`src/rtl/pcf_pkg.sv`:
```
// shared types, constants and crc helpers for the png chunk framer
package pcf_pkg;

   localparam int QUEUE_DEPTH = 4;

   localparam int CSR_INDEX_WIDTH = 2;
   localparam logic [CSR_INDEX_WIDTH-1:0] REG_CHUNK_TYPE  = 2'd0;
   localparam logic [CSR_INDEX_WIDTH-1:0] REG_DATA_LENGTH = 2'd1;

   localparam logic KIND_START = 1'b0;
   localparam logic KIND_DATA  = 1'b1;

   localparam logic [31:0] CRC_POLY = 32'hEDB88320;
   localparam logic [31:0] CRC_ONES = 32'hFFFFFFFF;

   typedef struct packed {
      logic       kind;
      logic [7:0] data_byte;
   } req_payload_type;

   typedef struct packed {
      logic [7:0] out_byte;
      logic       last;
      logic       chunk_end;
      logic       error;
   } rsp_payload_type;

   typedef enum logic [1:0] {
      OP_START = 2'd0,
      OP_DATA  = 2'd1,
      OP_ERROR = 2'd2
   } op_type;

   typedef struct packed {
      op_type     op;
      logic [7:0] data_byte;
      logic       close;
   } cmd_type;

   function automatic logic [31:0] crc_fold8(input logic [31:0] crc, input logic [7:0] b);
      logic [31:0] c;
      c = crc ^ {24'd0, b};
      for (int k = 0; k < 8; k++) begin
         if (c[0]) begin
            c = CRC_POLY ^ (c >> 1);
         end else begin
            c = c >> 1;
         end
      end
      return c;
   endfunction

   // sel 0 picks the high byte
   function automatic logic [7:0] byte_select(input logic [31:0] word, input logic [1:0] sel);
      logic [31:0] shifted;
      shifted = word >> {~sel, 3'b000};
      return shifted[7:0];
   endfunction

endpackage

```
`src/rtl/pcf_front.sv`:
```
// front end: accepts requests, tracks the open chunk and queues commands
module pcf_front (
   input  logic                     clock,
   input  logic                     reset,
   input  logic                     req_valid,
   output logic                     req_ready,
   input  pcf_pkg::req_payload_type req_payload,
   input  logic [30:0]              data_length,
   output logic                     push_valid,
   input  logic                     push_ready,
   output pcf_pkg::cmd_type         push_cmd
);

   logic [30:0] bytes_left_ff, bytes_left_in;
   logic        open_ff, open_in;
   logic        accept;

   assign req_ready  = push_ready;
   assign push_valid = req_valid;
   assign accept     = req_valid && push_ready;

   always_comb begin
      bytes_left_in      = bytes_left_ff;
      open_in            = open_ff;
      push_cmd.data_byte = req_payload.data_byte;
      push_cmd.close     = 1'b0;
      push_cmd.op        = pcf_pkg::OP_ERROR;
      if (req_payload.kind == pcf_pkg::KIND_START) begin
         push_cmd.op    = pcf_pkg::OP_START;
         push_cmd.close = (data_length == 31'd0);
         bytes_left_in  = data_length;
         open_in        = (data_length != 31'd0);
      end else if (open_ff) begin
         push_cmd.op    = pcf_pkg::OP_DATA;
         push_cmd.close = (bytes_left_ff == 31'd1);
         bytes_left_in  = bytes_left_ff - 31'd1;
         open_in        = (bytes_left_ff != 31'd1);
      end
   end

   always_ff @(posedge clock) begin
      if (reset) begin
         bytes_left_ff <= '0;
         open_ff       <= 1'b0;
      end else if (accept) begin
         bytes_left_ff <= bytes_left_in;
         open_ff       <= open_in;
      end
   end

endmodule

```
`src/rtl/pcf_queue.sv`:
```
// short command queue between front and back
module pcf_queue #(
   parameter int DEPTH = pcf_pkg::QUEUE_DEPTH
) (
   input  logic             clock,
   input  logic             reset,
   input  logic             push_valid,
   output logic             push_ready,
   input  pcf_pkg::cmd_type push_cmd,
   output logic             pop_valid,
   input  logic             pop_ready,
   output pcf_pkg::cmd_type pop_cmd
);

   localparam int PTR_W = (DEPTH > 1) ? $clog2(DEPTH) : 1;
   localparam int CNT_W = $clog2(DEPTH + 1);

   pcf_pkg::cmd_type   mem_ff [DEPTH];
   logic [PTR_W-1:0]   wr_ptr_ff, wr_ptr_in;
   logic [PTR_W-1:0]   rd_ptr_ff, rd_ptr_in;
   logic [CNT_W-1:0]   count_ff, count_in;
   logic               push, pop;

   assign push_ready = (count_ff != CNT_W'(DEPTH));
   assign pop_valid  = (count_ff != '0);
   assign pop_cmd    = mem_ff[rd_ptr_ff];
   assign push       = push_valid && push_ready;
   assign pop        = pop_valid && pop_ready;

   always_comb begin
      wr_ptr_in = wr_ptr_ff;
      rd_ptr_in = rd_ptr_ff;
      count_in  = count_ff;
      if (push) begin
         wr_ptr_in = (wr_ptr_ff == PTR_W'(DEPTH - 1)) ? '0 : wr_ptr_ff + PTR_W'(1);
      end
      if (pop) begin
         rd_ptr_in = (rd_ptr_ff == PTR_W'(DEPTH - 1)) ? '0 : rd_ptr_ff + PTR_W'(1);
      end
      if (push && !pop) begin
         count_in = count_ff + CNT_W'(1);
      end else if (pop && !push) begin
         count_in = count_ff - CNT_W'(1);
      end
   end

   always_ff @(posedge clock) begin
      if (reset) begin
         wr_ptr_ff <= '0;
         rd_ptr_ff <= '0;
         count_ff  <= '0;
      end else begin
         wr_ptr_ff <= wr_ptr_in;
         rd_ptr_ff <= rd_ptr_in;
         count_ff  <= count_in;
      end
   end

   always_ff @(posedge clock) begin
      if (push) begin
         mem_ff[wr_ptr_ff] <= push_cmd;
      end
   end

endmodule

```
`src/rtl/pcf_back.sv`:
```
// back end: serializes commands into bytes and runs the crc
module pcf_back (
   input  logic                     clock,
   input  logic                     reset,
   input  logic                     pop_valid,
   output logic                     pop_ready,
   input  pcf_pkg::cmd_type         pop_cmd,
   input  logic [31:0]              chunk_type,
   input  logic [30:0]              data_length,
   output logic                     rsp_valid,
   input  logic                     rsp_ready,
   output pcf_pkg::rsp_payload_type rsp_payload
);

   localparam logic [3:0] PH_TYPE_FIRST  = 4'd4;
   localparam logic [3:0] PH_TYPE_LAST   = 4'd7;
   localparam logic [3:0] PH_START_CRC   = 4'd11;
   localparam logic [3:0] PH_DATA_CRC    = 4'd4;

   pcf_pkg::cmd_type         held_ff;
   logic                     act_ff, act_in;
   logic [3:0]               phase_ff, phase_in;
   logic [31:0]              crc_ff, crc_in;
   logic                     rsp_valid_ff;
   pcf_pkg::rsp_payload_type rsp_payload_ff, rsp_payload_in;

   pcf_pkg::cmd_type cur;
   logic             cur_valid;
   logic [3:0]       phase;
   logic [3:0]       crc_phase;
   logic             load_en;
   logic             step;
   logic             final_byte;

   assign cur       = act_ff ? held_ff : pop_cmd;
   assign cur_valid = act_ff || pop_valid;
   assign phase     = act_ff ? phase_ff : 4'd0;
   assign crc_phase = phase - 4'd1;
   assign load_en   = !rsp_valid_ff || rsp_ready;
   assign step      = load_en && cur_valid;
   assign pop_ready = load_en && !act_ff;

   assign rsp_valid   = rsp_valid_ff;
   assign rsp_payload = rsp_payload_ff;

   always_comb begin
      rsp_payload_in = '0;
      crc_in         = crc_ff;
      final_byte     = 1'b1;
      case (cur.op)
         pcf_pkg::OP_START: begin
            final_byte = cur.close ? (phase == PH_START_CRC) : (phase == PH_TYPE_LAST);
            if (phase < PH_TYPE_FIRST) begin
               rsp_payload_in.out_byte = pcf_pkg::byte_select({1'b0, data_length}, phase[1:0]);
               if (phase == 4'd0) begin
                  crc_in = pcf_pkg::CRC_ONES;
               end
            end else if (phase <= PH_TYPE_LAST) begin
               rsp_payload_in.out_byte = pcf_pkg::byte_select(chunk_type, phase[1:0]);
               crc_in = pcf_pkg::crc_fold8(crc_ff, rsp_payload_in.out_byte);
            end else begin
               rsp_payload_in.out_byte  = pcf_pkg::byte_select(~crc_ff, phase[1:0]);
               rsp_payload_in.chunk_end = (phase == PH_START_CRC);
            end
         end
         pcf_pkg::OP_DATA: begin
            if (phase == 4'd0) begin
               rsp_payload_in.out_byte = cur.data_byte;
               crc_in     = pcf_pkg::crc_fold8(crc_ff, cur.data_byte);
               final_byte = !cur.close;
            end else begin
               rsp_payload_in.out_byte  = pcf_pkg::byte_select(~crc_ff, crc_phase[1:0]);
               rsp_payload_in.chunk_end = (phase == PH_DATA_CRC);
               final_byte               = (phase == PH_DATA_CRC);
            end
         end
         pcf_pkg::OP_ERROR: begin
            rsp_payload_in.error = 1'b1;
         end
         default: begin
            final_byte = 1'b1;
         end
      endcase
      rsp_payload_in.last = final_byte;
   end

   always_comb begin
      act_in   = act_ff;
      phase_in = phase_ff;
      if (step) begin
         act_in   = !final_byte;
         phase_in = phase + 4'd1;
      end
   end

   always_ff @(posedge clock) begin
      if (reset) begin
         act_ff       <= 1'b0;
         phase_ff     <= '0;
         crc_ff       <= pcf_pkg::CRC_ONES;
         rsp_valid_ff <= 1'b0;
      end else begin
         act_ff   <= act_in;
         phase_ff <= phase_in;
         if (step) begin
            crc_ff <= crc_in;
         end
         if (load_en) begin
            rsp_valid_ff <= cur_valid;
         end
      end
   end

   always_ff @(posedge clock) begin
      if (step) begin
         rsp_payload_ff <= rsp_payload_in;
         if (!act_ff) begin
            held_ff <= pop_cmd;
         end
      end
   end

endmodule

```
`src/rtl/png_chunk_crc32_framer_top.sv`:
```
// top level of the png chunk framer with crc-32
// a short command queue lets requests flow in while the back end drains longer commands
// throughput: one response byte per cycle from the single output register while rsp_ready
// is high; a data request emits one byte (five when it closes the chunk), a start emits
// eight (twelve at zero length); requests pass the queue, then the output register
// reset is synchronous: no chunk open, crc all ones, config registers zero, queue empty
module png_chunk_crc32_framer_top #(
   parameter int QUEUE_DEPTH = pcf_pkg::QUEUE_DEPTH
) (
   input  logic                                  clock,
   input  logic                                  reset,
   input  logic                                  req_valid,
   output logic                                  req_ready,
   input  pcf_pkg::req_payload_type              req_payload,
   output logic                                  rsp_valid,
   input  logic                                  rsp_ready,
   output pcf_pkg::rsp_payload_type              rsp_payload,
   input  logic                                  csr_valid,
   output logic                                  csr_ready,
   input  logic [pcf_pkg::CSR_INDEX_WIDTH-1:0]   csr_index,
   input  logic [31:0]                           csr_wdata
);

   logic [31:0]      chunk_type_ff;
   logic [30:0]      data_length_ff;
   logic             push_valid, push_ready;
   pcf_pkg::cmd_type push_cmd;
   logic             pop_valid, pop_ready;
   pcf_pkg::cmd_type pop_cmd;

   assign csr_ready = 1'b1;

   always_ff @(posedge clock) begin
      if (reset) begin
         chunk_type_ff  <= '0;
         data_length_ff <= '0;
      end else if (csr_valid) begin
         if (csr_index == pcf_pkg::REG_CHUNK_TYPE) begin
            chunk_type_ff <= csr_wdata;
         end else if (csr_index == pcf_pkg::REG_DATA_LENGTH) begin
            data_length_ff <= csr_wdata[30:0];
         end
      end
   end

   pcf_front u_front (
      .clock       (clock),
      .reset       (reset),
      .req_valid   (req_valid),
      .req_ready   (req_ready),
      .req_payload (req_payload),
      .data_length (data_length_ff),
      .push_valid  (push_valid),
      .push_ready  (push_ready),
      .push_cmd    (push_cmd)
   );

   pcf_queue #(
      .DEPTH (QUEUE_DEPTH)
   ) u_queue (
      .clock      (clock),
      .reset      (reset),
      .push_valid (push_valid),
      .push_ready (push_ready),
      .push_cmd   (push_cmd),
      .pop_valid  (pop_valid),
      .pop_ready  (pop_ready),
      .pop_cmd    (pop_cmd)
   );

   pcf_back u_back (
      .clock       (clock),
      .reset       (reset),
      .pop_valid   (pop_valid),
      .pop_ready   (pop_ready),
      .pop_cmd     (pop_cmd),
      .chunk_type  (chunk_type_ff),
      .data_length (data_length_ff),
      .rsp_valid   (rsp_valid),
      .rsp_ready   (rsp_ready),
      .rsp_payload (rsp_payload)
   );

endmodule

```
`config.mk`:
```
export PLATFORM = sky130hd
export DESIGN_NAME = png_chunk_crc32_framer_top
export DESIGN_NICKNAME = d
export VERILOG_FILES = /design/src/rtl/pcf_pkg.sv /design/src/rtl/pcf_front.sv /design/src/rtl/pcf_queue.sv /design/src/rtl/pcf_back.sv /design/src/rtl/png_chunk_crc32_framer_top.sv
export SDC_FILE = /design/constraint.sdc
export NUM_CORES = 1
export LEC_CHECK = 0
export BUFFER_PORTS_ARGS = -buffer_cell sky130_fd_sc_hd__buf_2
export CORE_ASPECT_RATIO = 0.75
export CORE_MARGIN = 2
export CORE_UTILIZATION = 55
export CTS_BUF_LIST = sky130_fd_sc_hd__clkbuf_4 sky130_fd_sc_hd__clkbuf_8
export CTS_CLUSTER_DIAMETER = 120
export CTS_CLUSTER_SIZE = 16
export DETAILED_ROUTE_END_ITERATION = 16
export PLACE_DENSITY = 0.73
export SETUP_SLACK_MARGIN = 0.4
export SLEW_MARGIN = 20
export SYNTH_ARGS = -nofsm -noshare
export SYNTH_HDL_FRONTEND = slang
export SYNTH_SLANG_ARGS = --single-unit
```
`constraint.sdc`:
```
create_clock -name clock -period 3.43 [get_ports clock]
set_input_delay 0.1715 -clock clock [delete_from_list [all_inputs] [get_ports clock]]
set_output_delay 0.1715 -clock clock [all_outputs]
set_load 0.05 [all_outputs]
```
==> Yosys cells after proc, flatten, opt, wreduce, memory -nomap -nowiden <==
Memory sizes are Yosys's and may differ from the RTL's. A register that Yosys moved wholly into a read port is not among the register bits.
Cells that the tools add are included.
{ "word_totals": {"regBits": 162, "memories": 1, "wordCells": 181, "ram_bits": 44, "in_bits": 48, "output_inout_bits": 14} }
{ "op_classes": {"muxes": 86, "bitwise": 22, "order_cmp": 2, "shifts": 4, "addsub": 7, "eq_ne": 15, "n_reduce_logical": 26} }
{ "mem_list": {"columns": ["memory", "depth", "width", "rd", "rd_ports_with_merged_regs", "write_ports", "line", "text"], "rows": [
  ["u_queue.mem_ff", 4, 11, 1, 1, 1, "pcf_queue.sv:18", "pcf_pkg::cmd_type mem_ff [DEPTH];"]
]} }
{ "op_table": {"columns": ["operator", "n"], "rows": [
  ["32-bit two-way mux", 55],
  ["13-bit NOT with 14-bit output", 16],
  ["32-bit by 5-bit right shift with 8-bit output", 3],
  ["32-bit one-hot mux with 2 select lines", 1],
  ["32-bit by 8-bit bitwise XOR with 32-bit output", 2],
  ["31-bit two-way mux", 2],
  ["32-bit NOT", 1],
  ["31-bit by 1-bit equality test with 1-bit output, second input constant", 1],
  ["31-bit logical NOT", 1],
  ["31-bit by 1-bit != test with 1-bit output, second input constant", 1],
  ["31-bit nonzero test", 1],
  ["31-bit by 5-bit right shift with 8-bit output", 1],
  ["31-bit by 1-bit subtractor with 31-bit output, second input constant", 1],
  ["8-bit two-way mux", 3],
  ["8-bit one-hot mux with 2 select lines", 1],
  ["1-bit two-way mux", 12],
  ["2-bit two-way mux", 6],
  ["11-bit two-way mux", 1],
  ["4-bit by 3-bit equality test with 1-bit output, second input constant", 2],
  ["2-bit equality test, second input constant", 3],
  ["1-bit logical AND", 6],
  ["1-bit logical NOT", 6],
  ["3-bit two-way mux", 2],
  ["3-bit != test, second input constant", 2],
  ["23 further kinds", 32]
]} }

==> Longest topological paths before layout <==
Gate-level depths: netlist of run 1.
{ "depth": {"depth_word": 44, "mapped_depth": 16, "mapped_depth_nobuf": 11} }

==> By module <==
Synthesis of run 1 repeated with hierarchy kept, for this count alone.
{ "unflattened": {"cells_unflattened": 1256, "area_unflattened_um2": 12380.6} }
{ "modules_own_cells": {"columns": ["mod", "instances", "area_each_um2", "cells_per_inst", "seq_area_each_um2"], "rows": [
  ["pcf_back", 1, 5437.7, 599, 1421.4],
  ["png_chunk_crc32_framer_top", 1, 2651.3, 245, 1261.2],
  ["pcf_front", 1, 2229.6, 307, 640.6],
  ["pcf_queue", 1, 2062.0, 105, 1501.4]
]} }

==> Worst setup path after synthesis of run 1 <==
No wires, ideal clock.
{ "synth_path": {"kind": "reg2reg", "startpoint": "reg u_back.phase_ff[0]", "endpoint": "reg u_back.crc_ff[21]", "synth_period_minus_slack_ps": 2880, "setup_time_ps": 129, "t_arrival_ps": 2751, "slack_ps": 550, "required_ps": 3301, "path_buffers": 1, "stages_incl_launch_ff": 10, "cell_sequence": "dfxtp_1 clkbuf_1 mux2i_1 nor2_1 a221oi_2 xnor3_2 xnor3_2 or3_1 nand3_1 a31oi_1"} }
{ "synth_between": {"elab_chain_cells": 40, "word_cells_on_any_way": 48, "classes_between": "order compare: 2; eq/ne: 3; shift: 1; mux: 33; bitwise: 7; reduce/logical: 2"} }
{ "synth_rtl": {"columns": ["item", "line", "text"], "rows": [
  ["start: declaration", "pcf_back.sv:22", "logic [3:0] phase_ff, phase_in;"],
  ["start signal: assignment", "pcf_back.sv:104", "phase_ff <= phase_in;"],
  ["4-bit two-way mux *", "pcf_back.sv:37", "assign phase = act_ff ? phase_ff : 4'd0;"],
  ["2-bit NOT", "pcf_pkg.sv:56", "shifted = word >> {~sel, 3'b000};"],
  ["32-bit by 5-bit right shift with 8-bit output", "pcf_pkg.sv:56", null],
  ["32-bit by 8-bit bitwise XOR with 32-bit output", "pcf_pkg.sv:42", "c = crc ^ {24'd0, b};"],
  ["32-bit two-way mux", "pcf_pkg.sv:44", "if (c[0]) begin"],
  ["32-bit two-way mux", "pcf_back.sv:58", "end else if (phase <= PH_TYPE_LAST) begin"],
  ["32-bit two-way mux", "pcf_back.sv:53", "if (phase < PH_TYPE_FIRST) begin"],
  ["32-bit two-way mux", "pcf_back.sv:50", "case (cur.op)"],
  ["[24 not listed]", null, null],
  ["32-bit two-way mux", "pcf_back.sv:58", null],
  ["32-bit two-way mux", "pcf_back.sv:53", null],
  ["32-bit two-way mux", "pcf_back.sv:50", null],
  ["13-bit NOT with 14-bit output (no line)", null, null],
  ["32-bit two-way mux", "pcf_pkg.sv:44", null],
  ["32-bit two-way mux", "pcf_back.sv:58", null],
  ["32-bit two-way mux", "pcf_back.sv:53", null],
  ["32-bit one-hot mux with 2 select lines", "pcf_back.sv:50", null],
  ["end signal: assignment", "pcf_back.sv:100", "crc_ff <= pcf_pkg::CRC_ONES;"],
  ["end signal: assignment", "pcf_back.sv:106", "crc_ff <= crc_in;"],
  ["end: declaration", "pcf_back.sv:23", "logic [31:0] crc_ff, crc_in;"]
]} }
Every way passes the cells marked *; elsewhere a longest branch is shown, timed or not. The select of a mux whose other input is x is not followed.
A chain may end at the register's enable or synchronous reset.

==> results of run 1 <==
## per-stage QoR
step | instances | power, mW
2_1_floorplan | 1283 | 9.24
3_3_place_gp | 1586 | 11.0
3_5_place_dp | 1586 | 11.1
4_1_cts | 1652 | 12.5
5_1_grt | 1653 | 13.4
6_report | 1653 | 12.7
## path summary, 6_finish.rpt
path / from / to / slack [ps] / cells past startpoint
min: reset / u_front.bytes_left_ff[10] / 60 / 2
min reg2reg: chunk_type_ff[18] / chunk_type_ff[18] / 470 / 2
max reg2reg: flip-flop / u_back.crc_ff[20] / 470 / 7
max: flip-flop / u_back.crc_ff[20] / 470 / 7
## layout by cell type, fill, tap and decap left out, types with 17 or more instances in the layout
cell type and count:
nand2_1 238, dfxtp_1 138, a21oi_1 126, nor2_1 72, edfxtp_1 66, buf_2 59, buf_4 50, xnor2_1 48
o21ai_0 47, dlygate4sd3_1 41, nor3_1 27, xor2_1 27, a211oi_1 26, o22ai_1 25, nand3_1 22, nor2b_1 20
mux4_2 19, a31oi_1 19, mux2_2 18, nor4_1 17
## metal layers
metal  part of all wire, %  track usage (%)  routed length (µm)
met1                    46             47.1               15800
met2                    43             43.7               14500
met3                   8.8             5.13                3000
met4                   2.3             6.77                 776
met5                     0                0                   0
## logic make-up (layout without fill, tap and decap cells)
group                    Yosys count  in the layout  synth area share [%]
flip-flops                       208            208                  41.4
multiplexers                      52             52                  6.69
AO/OA/AOI/OAI                    337            337                  18.0
XOR/XNOR                         111            111                  11.3
adder cells (fa/ha/maj)           11             11                  1.24
AND/OR/NAND/NOR                  453            453                  17.5
other                              1              1                0.0322
buffers and inverters            110            192                  3.79
## area by class of cell
cell class | instances | area (µm²) | area share [%]
clock inverter | 1 | 8.76 | 0.0665
timing repair buffer | 154 | 1160 | 8.78
multi-input combinational | 965 | 6500 | 49.3
clock buffer | 21 | 258 | 1.96
sequential | 208 | 4830 | 36.7
tap | 288 | 360 | 2.73
inverter | 16 | 62.6 | 0.475
## sequential cells by signal, summed over array words and instances (netlist names), named ones only
signal / flops
chunk_type_ff: 32
data_length_ff: 31
u_back.act_ff: 1
u_back.crc_ff: 32
u_back.held_ff: 11
u_back.phase_ff: 4
u_back.rsp_payload: 11
u_back.rsp_valid: 1
u_front.bytes_left_ff: 31
u_front.open_ff: 1
u_queue.count_ff: 3
u_queue.mem_ff: 44
u_queue.rd_ptr_ff: 2
u_queue.wr_ptr_ff: 2
## worst max-delay path, delay by kind of cell, from the launching register on
family,cells,cell delay [ps]
compound gates,2,500
xor+xnor,3,1100
flops,1,450
mux,2,860
## power by group through the flow
stage               Combinational (mW)  Clock [mW]  Sequential (mW)
CTS                               7.65        1.34             3.51
global route                      8.38        1.41             3.59
floorplan                         5.64           0             3.60
finish                            7.80        1.32             3.55
detailed placement                7.54           0             3.56
global placement                  7.43           0             3.55
## repair_timing
item | CTS | global route
hold buffers | 41 | 0
pin swaps | 2 | 2
resized for setup | 4 | 14
setup endpoints to repair | 16 | 16
hold endpoints to repair | 96 | 0
setup buffers | 3 | 0
cloned | 0 | 1
==> impl_metrics.env, run 1 <==
export IMPL_powerDensity_mw_per_mm2=961
export IMPL_cts_tree="done"
export IMPL_ir_drop_mv=0.574
export IMPL_synth_area_mm2=0.0117
export IMPL_route_detailed_drc=0
export IMPL_yosys_top_cells_count="238 x nand2_1, 142 x dfxtp_1, 126 x a21oi_1"
export IMPL_nFillCells=1790
export IMPL_end_kind="flip-flop"
export IMPL_dieWidth_um=172
export IMPL_gp_congestion=0.929
export IMPL_synth_nets=1342
export IMPL_syn2layout_area_growth_pct=13.0
export IMPL_final_hold_viol_count=0
export IMPL_antenna_found_initial=0
export IMPL_io_buffers=60
export IMPL_via_per_inst=6.19
export IMPL_finish_utilization_pct=62.9
export IMPL_fin_tns_setup_ps=0
export IMPL_arrival_ps=3440
export IMPL_antenna_cells=0
export IMPL_drt_iter0_drc=1378
export IMPL_finalClockSkew_ps=19.2
export IMPL_firstDrtPassIters=6
export IMPL_hold_path_class="primary input to flip-flop"
export IMPL_cts_sinks=208
export IMPL_power_frac_seq_pct=28.0
export IMPL_critPathMaxStageDelay_ps=540
export IMPL_synth_async_sr_flop_share_pct=0
export IMPL_ant_nets=0
export IMPL_rsz0062_at_grt="yes"
export IMPL_synth_distinct_cells=75
export IMPL_insertion_delay_ps=540
export IMPL_critPathMaxFanout=8
export IMPL_fmax_mhz=338
export IMPL_preCtsSetupSlack_ps=155
export IMPL_fp_dieH_um=130
export IMPL_relSlewSlack_pct=32.2
export IMPL_swShare_pct=44.8
export IMPL_worst_hold_slack_ps=55.3
export IMPL_crit_chain="mux4_2 -> mux2_2 -> xor2_4 -> xnor2_4 -> xnor3_1 -> a211oi_1 -> o2bb2ai_1"
export IMPL_worstSetupPathType="flip-flop to flip-flop"
export IMPL_wire_per_inst_um=20.6
export IMPL_worstSetupStartpointType="flip-flop"
export IMPL_dieArea_mm2=0.0224
export IMPL_dp_hpwl_um=23400
export IMPL_htree_levels=1
export IMPL_nNetsFinal=1420
export IMPL_gr_total_overflow=0
export IMPL_grt_max_degree=94
export IMPL_grt_first_pass_wirelength_um=52100
export IMPL_synth_seq_area_share_pct=41.4
export IMPL_clkPwrFrac_pct=10.4
export IMPL_synth_top_cell_by_area="dfxtp_1"
export IMPL_drive_gt1_share_pct=16.0
export IMPL_synthCells=1283
export IMPL_tightest_slew_ps=1020
export IMPL_cts_root_buffer="clkbuf_8"
export IMPL_cts_buffers=16
export IMPL_layout_setup_ws_ps=471
export IMPL_syn_avg_cell_area_um2=9.09
export IMPL_netlist_top_cells_area="dfxtp_1 24%, edfxtp_1 17%, nand2_1 7.7%"
export IMPL_critPathRequiredTime_ps=3910
export IMPL_grtUsageTotal_pct=30.2
export IMPL_path_clk_slew_ps=110
export IMPL_fin_crit_sh_pct=86.3
export IMPL_clock_path_buffers=3
export IMPL_slowest_stage="xnor3_1"
export IMPL_grt_pass1_vias=9162
export IMPL_via_count=10200
export IMPL_drv_slew=0
export IMPL_coreArea_mm2=0.0210
export IMPL_status="complete, no violations"
export IMPL_yosysWarnings=0
export IMPL_cap_violations=0
export IMPL_ys_seq_elements=208
export IMPL_synth_top_area_share_pct=24.4
export IMPL_p_int_mw=6.99
export IMPL_power_switching_mw=5.68
export IMPL_ys_flop_type="dfxtp_1"
export IMPL_p_comb_share_pct=61.5
export IMPL_placed_area_mm2=0.0124
export IMPL_fin_crit_ps=2960
export IMPL_initial_core_util_pct=55.7
export IMPL_fp_row_count=46
export IMPL_setup_viol=0
export IMPL_leakagePower_nw=4.81
export IMPL_synth_edf_count=66
export IMPL_ios=62
export IMPL_fin_area_mm2=0.0132
export IMPL_yosysMostFrequentCell="nand2_1"
export IMPL_wirelength_um=34100
No activity file was read; power rests on OpenSTA's default activity.
==> run 2: changes to the inputs <==
--- a/config.mk
+++ b/config.mk
@@ -13,7 +13,8 @@
 export CTS_CLUSTER_DIAMETER = 120
 export CTS_CLUSTER_SIZE = 16
 export DETAILED_ROUTE_END_ITERATION = 16
-export PLACE_DENSITY = 0.73
+export PLACE_DENSITY_LB_ADDON = 0.05
+export REMOVE_ABC_BUFFERS = 1
 export SETUP_SLACK_MARGIN = 0.4
 export SLEW_MARGIN = 20
 export SYNTH_ARGS = -nofsm -noshare
==> impl_metrics.env, run 2 (synthesis gave the netlist of run 1 again) <==
export IMPL_multi_input_area_mm2=0.00655
export IMPL_gp_congestion=0.963
export IMPL_antenna_cells=0
export IMPL_totalPowerFinal_mw=13.0
export IMPL_fmax_mhz=340
export IMPL_tightest_slew_ps=1080
export IMPL_drive_gt1_share_pct=16.5
export IMPL_grtUsageTotal_pct=30.8
export IMPL_dieArea_mm2=0.0224
export IMPL_layout_setup_ws_ps=485
export IMPL_route_detailed_drc=0
export IMPL_worst_hold_slack_ps=43.1
export IMPL_relSlewSlack_pct=27.8
export IMPL_critPathRequiredTime_ps=3840
export IMPL_final_cell_count_no_fill=1663
export IMPL_ir_drop_mv=0.531
export IMPL_fp_row_count=46
export IMPL_antenna_found_initial=0
export IMPL_powerDensity_mw_per_mm2=981
export IMPL_path_clk_slew_ps=120
export IMPL_final_hold_viol_count=0
export IMPL_regMostFlops="u_queue.mem_ff"
export IMPL_ant_nets=0
export IMPL_largestRegisters="u_queue.mem_ff x44, chunk_type_ff x32, u_back.crc_ff x32"
export IMPL_cts_sinks=208
export IMPL_cts_buffers=16
export IMPL_cts_root_buffer="clkbuf_8"
export IMPL_wirelength_um=34200
export IMPL_gr_total_overflow=0
export IMPL_firstDrtPassIters=5
export IMPL_wire_per_inst_um=20.6
export IMPL_drt_iter0_drc=1178
export IMPL_setup_viol=0
export IMPL_fin_crit_sh_pct=85.8
export IMPL_nNetsFinal=1426
export IMPL_arrival_ps=3350
export IMPL_io_buffers=60
export IMPL_cap_violations=0
export IMPL_critPathMaxFanout=10
export IMPL_preCtsSetupSlack_ps=273
export IMPL_final_common_cell="nand2_1"
export IMPL_status="complete, no violations"
export IMPL_hold_path_class="primary input to flip-flop"
export IMPL_finish_utilization_pct=63.3
export IMPL_ios=62
export IMPL_grt_pass1_vias=9037
export IMPL_htree_levels=1
export IMPL_insertion_delay_ps=550
export IMPL_via_count=10100
export IMPL_largest_reg_flops=44
export IMPL_dp_cells=1591
export IMPL_mostFrequentLayoutCells="238 x nand2_1, 140 x dfxtp_1, 126 x a21oi_1"
export IMPL_via_per_inst=6.10
export IMPL_fp_dieH_um=130
export IMPL_dieWidth_um=172
export IMPL_clock_path_buffers=3
export IMPL_initial_core_util_pct=55.7
export IMPL_end_kind="flip-flop"
export IMPL_coreArea_mm2=0.0210
export IMPL_finalClockSkew_ps=45.3
export IMPL_fin_crit_ps=2940
export IMPL_worstSetupPathType="flip-flop to flip-flop"
export IMPL_leakagePower_nw=4.84
export IMPL_dp_hpwl_um=24300
export IMPL_grt_first_pass_wirelength_um=52500
export IMPL_drv_slew=0
export IMPL_rsz0062_at_grt="yes"
export IMPL_syn2layout_area_growth_pct=13.7
export IMPL_grt_max_degree=59
export IMPL_worstSetupStartpointType="flip-flop"
export IMPL_final_seq_area_mm2=0.00483
export IMPL_cts_tree="done"
export IMPL_nFillCells=1842
-- run 2: changes by cell type in the layout (fill, tap and decap cells not counted), sizes merged --
cell and delta:
dlygate4sd3 -1, buf +8, clkbuf +3
-- run 2: area by class of cell --
class                           instances  area share, %
Multi-Input combinational cell        965           49.4
Sequential cell                       208           36.4
Timing Repair Buffer                  160           8.73
Tap cell                              288           2.72
Clock buffer                           25           2.17
Inverter                               16          0.472
Clock inverter                          1         0.0661
-- run 2: path summary, 6_finish.rpt --
kind | from | endpoint | slack [ps] | cells after the start
hold reg to reg | chunk_type_ff[22] | chunk_type_ff[22] | 460 | 2
setup reg to reg | u_back.phase_ff[0] | u_back.crc_ff[21] | 490 | 9
hold / removal | rsp_ready | u_back.act_ff | 40 | 3
setup / recovery | u_back.phase_ff[0] | u_back.crc_ff[21] | 490 | 9
-- run 2: where the power goes --
part / switching, mW / internal [mW] / leakage [nW]
clock: 0.835 / 0.541 / 0.161
combinational: 4.59 / 3.57 / 2.89
sequential: 0.412 / 3.06 / 1.78
total: 5.83 / 7.18 / 4.84
-- run 2: metal layers --
metal / GRT usage (%) / up-vias / share of wire (%)
met5: 0 / - / 0
met4: 7.22 / 0 / 2.1
met3: 7.64 / 49 / 11
met2: 41.8 / 493 / 40
met1: 48.6 / 4820 / 47
li1: - / 4779 / -
-- run 2: worst max-delay path: stages (launching register included) --
cell,delay (ps)
dfxtp_2,430
buf_4,200
mux2i_1,310
nor2_1,110
a221oi_4,340
xnor3_2,430
xnor3_2,470
or3_1,360
nand3_1,90
a31oi_1,80
-- run 2: timing repair --
action,in CTS,in global routing
hold buffers,40,0
hold endpoints to repair,95,0
gates resized for setup,9,14
buffers inserted,2,4
pin swaps,1,1
setup endpoints to repair,8,18
-- run 2: through the flow --
| step | instance area, µm² | TNS (ps) |
|---|---|---|
| 2_1_floorplan | 11300 | -30470 |
| 5_1_grt | 13300 | 0 |
| 3_3_place_gp | 12400 | 0 |
| 4_1_cts | 13200 | 0 |
| 6_report | 13300 | 0 |
| 3_5_place_dp | 12400 | 0 |
